==> src/rtl/core/lagr_pkg.sv <==
// ----------------------------------------------------------------------------
// lagr_pkg: shared types and constants for the Lagrange interpolator
// Mode and status codes, Q32.32 limits, controller-to-datapath command bundle.
// ----------------------------------------------------------------------------
package lagr_pkg;

  localparam int unsigned MaxKnotsDef = 8;

  // largest Q32.32 magnitude, 2^63 - 1
  localparam logic [62:0] QLIM = '1;
  // 1.0 in Q32.32 magnitude form
  localparam logic [62:0] QONE = 63'h1_0000_0000;

  typedef enum logic [1:0] {
    MODE_CLEAR  = 2'd0,
    MODE_APPEND = 2'd1,
    MODE_EVAL   = 2'd2,
    MODE_NONE   = 2'd3
  } mode_e;

  typedef enum logic [1:0] {
    ST_OK   = 2'd0,
    ST_DUP  = 2'd1,
    ST_SAT  = 2'd2,
    ST_FULL = 2'd3
  } status_e;

  typedef enum logic {
    MUL_RATIO = 1'b0,
    MUL_TERM  = 1'b1
  } mul_sel_e;

  typedef struct packed {
    logic     eval_init;
    logic     ld_k;
    logic     div_start;
    logic     mul_start;
    mul_sel_e mul_sel;
    logic     ld_basis;
    logic     acc_add;
    logic     ld_out;
    logic     out_eval;
    status_e  out_status;
  } dp_cmd_t;

  typedef struct packed {
    logic dup;
    logic div_busy;
    logic mul_busy;
  } dp_stat_t;

endpackage

==> src/rtl/core/lagr_ctrl.sv <==
// ----------------------------------------------------------------------------
// lagr_ctrl: interpolation sequencer
// Walks knot pairs, issues divide/multiply/accumulate, owns the output valid.
// ----------------------------------------------------------------------------
module lagr_ctrl import lagr_pkg::*; #(
  parameter int unsigned MAX_KNOTS = MaxKnotsDef,
  localparam int unsigned IDX_W    = $clog2(MAX_KNOTS),
  localparam int unsigned CNT_W    = $clog2(MAX_KNOTS + 1)
) (
  input  logic             clk_i,
  input  logic             rst_ni,
  input  logic             in_fire_i,
  input  logic [1:0]       mode_i,
  output logic             in_ready_o,
  input  logic             out_ready_i,
  output logic             out_valid_o,
  input  dp_stat_t         stat_i,
  output dp_cmd_t          cmd_o,
  output logic             we_o,
  output logic [IDX_W-1:0] waddr_o,
  output logic [IDX_W-1:0] raddr_o
);

  typedef enum logic [3:0] {
    S_IDLE, S_WRITE, S_INIT, S_KCHK, S_KLD, S_JCHK, S_JLD,
    S_DIVW, S_MRW, S_TMUL, S_MTW, S_FINAL, S_RESULT
  } state_e;

  state_e      state_q;
  logic [CNT_W-1:0] cnt_q, k_q, j_q;
  status_e     res_status_q;
  logic        res_eval_q;
  logic        out_valid_q;
  logic        out_free;

  assign out_free = !out_valid_q || out_ready_i;

  always_comb begin
    cmd_o            = '0;
    cmd_o.mul_sel    = MUL_RATIO;
    cmd_o.out_status = res_status_q;
    cmd_o.out_eval   = res_eval_q;
    unique case (state_q)
      S_INIT: cmd_o.eval_init = 1'b1;
      S_KLD:  cmd_o.ld_k      = 1'b1;
      S_JLD:  cmd_o.div_start = !stat_i.dup;
      S_DIVW: cmd_o.mul_start = !stat_i.div_busy;
      S_MRW:  cmd_o.ld_basis  = !stat_i.mul_busy;
      S_TMUL: begin
        cmd_o.mul_start = 1'b1;
        cmd_o.mul_sel   = MUL_TERM;
      end
      S_MTW:    cmd_o.acc_add = !stat_i.mul_busy;
      S_RESULT: cmd_o.ld_out  = out_free;
      default: ;
    endcase
  end

  always_ff @(posedge clk_i or negedge rst_ni) begin
    if (!rst_ni) begin
      state_q      <= S_IDLE;
      cnt_q        <= '0;
      k_q          <= '0;
      j_q          <= '0;
      res_status_q <= ST_OK;
      res_eval_q   <= 1'b0;
      out_valid_q  <= 1'b0;
    end else begin
      // in S_RESULT the valid is driven by the result load below
      if (out_valid_q && out_ready_i && (state_q != S_RESULT)) begin
        out_valid_q <= 1'b0;
      end
      unique case (state_q)
        S_IDLE: begin
          if (in_fire_i) begin
            res_status_q <= ST_OK;
            res_eval_q   <= 1'b0;
            unique case (mode_e'(mode_i))
              MODE_CLEAR: begin
                cnt_q   <= '0;
                state_q <= S_RESULT;
              end
              MODE_APPEND: begin
                if (cnt_q == CNT_W'(MAX_KNOTS)) begin
                  res_status_q <= ST_FULL;
                  state_q      <= S_RESULT;
                end else begin
                  state_q <= S_WRITE;
                end
              end
              MODE_EVAL: state_q <= S_INIT;
              MODE_NONE: state_q <= S_RESULT;
            endcase
          end
        end
        S_WRITE: begin
          cnt_q   <= cnt_q + CNT_W'(1);
          state_q <= S_RESULT;
        end
        S_INIT: begin
          k_q     <= '0;
          state_q <= S_KCHK;
        end
        S_KCHK: state_q <= (k_q == cnt_q) ? S_FINAL : S_KLD;
        S_KLD: begin
          j_q     <= '0;
          state_q <= S_JCHK;
        end
        S_JCHK: begin
          if (j_q == cnt_q) begin
            state_q <= S_TMUL;
          end else if (j_q == k_q) begin
            j_q <= j_q + CNT_W'(1);
          end else begin
            state_q <= S_JLD;
          end
        end
        S_JLD: begin
          if (stat_i.dup) begin
            res_status_q <= ST_DUP;
            state_q      <= S_RESULT;
          end else begin
            state_q <= S_DIVW;
          end
        end
        S_DIVW: if (!stat_i.div_busy) state_q <= S_MRW;
        S_MRW: begin
          if (!stat_i.mul_busy) begin
            j_q     <= j_q + CNT_W'(1);
            state_q <= S_JCHK;
          end
        end
        S_TMUL: state_q <= S_MTW;
        S_MTW: begin
          if (!stat_i.mul_busy) begin
            k_q     <= k_q + CNT_W'(1);
            state_q <= S_KCHK;
          end
        end
        S_FINAL: begin
          res_eval_q <= 1'b1;
          state_q    <= S_RESULT;
        end
        S_RESULT: begin
          if (out_free) begin
            out_valid_q <= 1'b1;
            state_q     <= S_IDLE;
          end
        end
        default: state_q <= S_IDLE;
      endcase
    end
  end

  assign in_ready_o  = (state_q == S_IDLE);
  assign out_valid_o = out_valid_q;
  assign we_o        = (state_q == S_WRITE);
  assign waddr_o     = cnt_q[IDX_W-1:0];
  assign raddr_o     = (state_q == S_JCHK) ? j_q[IDX_W-1:0] : k_q[IDX_W-1:0];

endmodule
==> config.mk <==
export PLATFORM = sky130hd
export DESIGN_NAME = lagr_ctrl
export DESIGN_NICKNAME = d
export VERILOG_FILES = /design/src/rtl/core/lagr_pkg.sv /design/src/rtl/core/lagr_ctrl.sv
export SDC_FILE = /design/constraint.sdc
export NUM_CORES = 1
export LEC_CHECK = 0
export BUFFER_PORTS_ARGS = -buffer_cell sky130_fd_sc_hd__buf_2
export CAP_MARGIN = 40
export CORE_UTILIZATION = 45
export CTS_BUF_LIST = sky130_fd_sc_hd__clkbuf_8
export CTS_CLUSTER_DIAMETER = 150
export DETAILED_ROUTE_END_ITERATION = 8
export PLACE_DENSITY = 0.66
export SYNTH_ARGS = -nofsm -noshare
export SYNTH_HDL_FRONTEND = slang
export SYNTH_SLANG_ARGS = --single-unit
==> constraint.sdc <==
create_clock -name clk_i -period 2.7 [get_ports clk_i]
set_clock_uncertainty 0.15 [all_clocks]
set_input_delay 0.54 -clock clk_i [delete_from_list [all_inputs] [get_ports clk_i]]
set_output_delay 0.54 -clock clk_i [all_outputs]
set_load 0.01 [all_outputs]
==> Word level (Yosys, flattened, before mapping) <==
Index checks and enable logic that the tools add are counted.
{ "totals": {"wordCells": 102, "ff_bits": 20, "output_inout_bits": 20, "input_bits": 9} }
{ "op_classes": {"n_reduce_logical": 22, "mux": 40, "n_eq_ne": 30, "add_sub_neg": 3} }
{ "op_table": {"columns": ["op", "count"], "rows": [
  ["2-to-1 mux 4 bit", 16],
  ["case mux 4 bit (12 select lines)", 1],
  ["== test 4 bit, second input constant", 6],
  ["case mux 4 bit (3 select lines)", 2],
  ["== test 4 x 3 -> 1 bit, second input constant", 4],
  ["inequality test 2 bit, second input constant", 8],
  ["case mux 4 bit (2 select lines)", 2],
  ["adder 4 x 1 -> 4 bit, second input constant", 3],
  ["== test 4 bit", 3],
  ["2-to-1 mux 1 bit", 11],
  ["== test 4 x 2 -> 1 bit, second input constant", 2],
  ["2-to-1 mux 2 bit", 4],
  ["nonzero test 2 bit", 4],
  ["AND reduction 3 bit", 2],
  ["AND reduction 6 bit", 1],
  ["== test 2 bit, second input constant", 2],
  ["== test 4 x 1 -> 1 bit, second input constant", 1],
  ["logical NOT 1 bit", 4],
  ["logical NOT 4 bit", 1],
  ["inequality test 4 bit, second input constant", 1],
  ["case mux 1 bit (2 select lines)", 2],
  ["case mux 2 bit (2 select lines)", 1],
  ["AND reduction 2 bit", 2],
  ["AND reduction 4 bit", 1],
  ["9 further kinds", 11]
]} }

==> Longest topological paths before layout <==
{ "depth": {"depth_word": 5, "ltp_mapped": 7, "ltp_nobuf": 7} }

==> Least setup slack after synthesis <==
No wires, ideal clock.
{ "synth_timing": {"path_kind": "input port to flip-flop", "startpoint": "input port stat_i[0] (netlist name)", "endpoint": "register j_q[2]", "n_path_buf": 0, "setup_time_ps": 78, "stages": 5, "arrival_ps": 1781, "required_time_ps": 2472, "path_slack_ps": 692, "path_cell_list": "or4b_1 -> a21oi_2 -> inv_2 -> or4_1 -> a21oi_1"} }
{ "synth_via": {"elab_chain_cells": 2} }
{ "synth_lines": {"columns": ["item", "line_no", "text"], "rows": [
  ["start, declared", "lagr_ctrl.sv:17", "input dp_stat_t stat_i,"],
  ["inequality test 2 bit (no source line)", null, null],
  ["AND reduction 4 bit (no source line)", null, null],
  ["end signal, assigned", "lagr_ctrl.sv:113", "j_q <= j_q + CNT_W'(1);"],
  ["end signal, assigned", "lagr_ctrl.sv:129", "j_q <= j_q + CNT_W'(1);"],
  ["end, declared", "lagr_ctrl.sv:30", "logic [CNT_W-1:0] cnt_q, k_q, j_q;"]
]} }
Every way passes these cells.
A chain may end at the register's enable or synchronous reset.

==> metrics.cfg <==
[sta]
fmax_mhz = 393
worstMarginPinSlew_ps = 547
hold_violations = 0
hold_ws_ps = 70.6
rsz0062_at_grt = false
finalSetupViolations = 0
period_needed_ps = 2540
tns_ps = 0
min_period_over_period_pct = 94.2
slew_headroom_pct = 63.2
drv_slew = 0

[logic_synthesis]
yosysMostFrequentCell = nand2_1
synth.distinct_cells = 49
synth-compound-area-share_pct = 16.4
yosys.area.top_type = dfrtp_1
synthSimpleGateAreaFrac_pct = 29.1
synth_nets = 216
synthTopCellsByCount = nand2_1 (22), dfrtp_1 (20), nor2_1 (15), xor2_1 (12), nand2b_1 (10)
synth_area_leaders = dfrtp_1 (30%), xor2_1 (6.4%), ha_1 (5.3%)
syn_inst = 200
ys_async_sr_fraction_pct = 100
muxShareOfSynthArea_pct = 1.29
ys_ff_latch = 20
ys.warnings.count = 0
synthAdderAreaFrac_pct = 5.30
synth_top_family_by_area = simple AND/OR/NAND/NOR gates
ys_seq_area_share_pct = 30.3
netlist.area_leader.share_pct = 30.3
synth-edff-count = 0
netlist_area_um2 = 1650
avgSynthCellArea_um2 = 8.26
ys.flop_type = dfrtp_1
yosys.area_share.xor_xnor_pct = 9.01

[worst_setup_path]
arrival_ps = 1850
path_max_fanout = 15
end_kind = output port
worstPathRequired_ps = 2010
start_kind = flip-flop
worstSetupPathType = flip-flop to output port

[pwr]
swShare_pct = 45.8
seqPwrFrac_pct = 30.9
power.total_w = 0.00206
p_per_area_nw_per_um2 = 1100
p_leak_nw = 0.907
power.share.clock_pct = 14.8
intPower_w = 0.00112
combPwrFrac_pct = 54.2
p_sw_w = 0.000944
irDropWorstVdd_mv = 0.652

[global_route]
grt_pass1_vias = 1344
antenna_found_initial = 0
grt_pass1_wl_um = 6470
grt_usage_pct = 21.0
grt_max_degree = 21
grt_overflow = 0

[clock_tree]
cts_tree = yes
clkTransAtPathRegs_ps = 80
clock_tree.root_cell = clkbuf_8
clockBufferDepth = 2
cts_buffers = 3
cts_hold_buf = 0
cts_setup_buffers = 0
cts_resized = 0
clk_latency_ps = 270
htreeDepth = 1
cts.sinks = 20

[floorplanning]
io-pin-count = 29
core_area_um2 = 3420
die_x_um = 62.6
initial_core_util_pct = 48.4
fp.dieArea_um2 = 3920
die_height_um = 62.6
floorplan.rows = 21

[layout]
drive_above_1_share_pct = 21.1
diodes = 0
fin_nets = 240
area_growth_pct = 13.1
fin_cells = 269
stdcell_area_um2 = 1870

[detailed_routing]
wl_um = 3720
drt-wirelength-per-cell_um = 13.8
detail-route-antenna-nets = 0
dr.pass1.iters = 4
vias = 1481
drc = 0
detail_route.iter0.violations = 60
vias_per_cell = 5.51

[hold_path]
worst_hold_path_type = input pin to asynchronous set/reset pin

[place]
dp_cells = 265
io_buffer_count = 28
detailed_place_hpwl_um = 2750
place_area_um2 = 1800
place_congestion = 0.901

[run]
cap_violations = 0

[run_status]
status = completed

==> cells in the final DEF, fill, tap and decap left out, types with 7 or more instances in the layout <==
cell	count
nand2b_1	10
o21ai_0	7
a21oi_1	9
buf_2	28
inv_1	9
nor3_1	7
ha_1	7
dfrtp_1	20
nor2_1	15
xor2_1	12
nand2_1	22
buf_4	7
==> state kept, by name (all words and copies together), names as in the netlist <==
name	flops
cnt_q	4
res_eval_q	1
j_q	4
res_status_q	2
k_q	4
state_q	4
out_valid_o	1
==> metal layers <==
layer	routed length [um]	share of wire (%)	vias to the layer above	global-route usage, %
met4	81	2.2	0	9.30
met1	1820	49	697	28.9
li1	-	-	743	-
met2	1680	45	34	31.9
met3	142	3.8	7	3.83
met5	0	0	-	0
==> worst max-delay path: stages (launching register included) <==
cell,delay [ps]
dfrtp_1,610
buf_4,230
nand2b_1,150
nor4_1,370
buf_2,220
==> layout make-up <==
type	instances	area, um^2
clock inverter	1	30.0
tap	46	57.6
clock buffer	3	41.3
multi-input combinational	154	1010
sequential	20	500
timing repair buffer	35	193
inverter	10	37.5
fill	340	1550
==> power by group through the flow <==
stage	sequential, W	clock, W	combinational [W]
after global routing	0.000668	0.000326	0.00127
after detailed placement	0.000641	0	0.00111
final	0.000638	0.000306	0.00112
after CTS	0.000634	0.000315	0.00112
after global placement	0.000640	0	0.00111
after floorplan	0.000517	0	0.000984
==> cells by family (layout without fill, tap and decap cells) <==
| family | after synthesis | count (layout) |
|---|---|---|
| AO/OA/AOI/OAI | 42 | 42 |
| XOR/XNOR | 17 | 17 |
| adder cells (fa/ha/maj) | 7 | 7 |
| buffers and inverters | 26 | 49 |
| flip-flops | 20 | 20 |
| multiplexers | 2 | 2 |
| AND/OR/NAND/NOR | 86 | 86 |
==> final timing paths <==
kind                              from           to  slack [ps]  cells after the start
max in group asynchronous       rst_ni   state_q[3]        2000                      1
min in group clk_i         out_ready_i  out_valid_o         340                      2
max reg2reg                 state_q[3]   state_q[2]         520                      5
min reg2reg                 res_eval_q   res_eval_q         370                      2
max                         state_q[3]     cmd_o[5]         160                      4
min                             rst_ni       k_q[2]          70                      1
==> through the flow <==
step	util (%)	setup WS (ps)
final	54.7	157
after global routing	54.7	126
after CTS	54.7	192
after detailed placement	52.6	502
after global placement	52.6	466
after floorplan	-	692
Power figures use the tool's default switching activity.
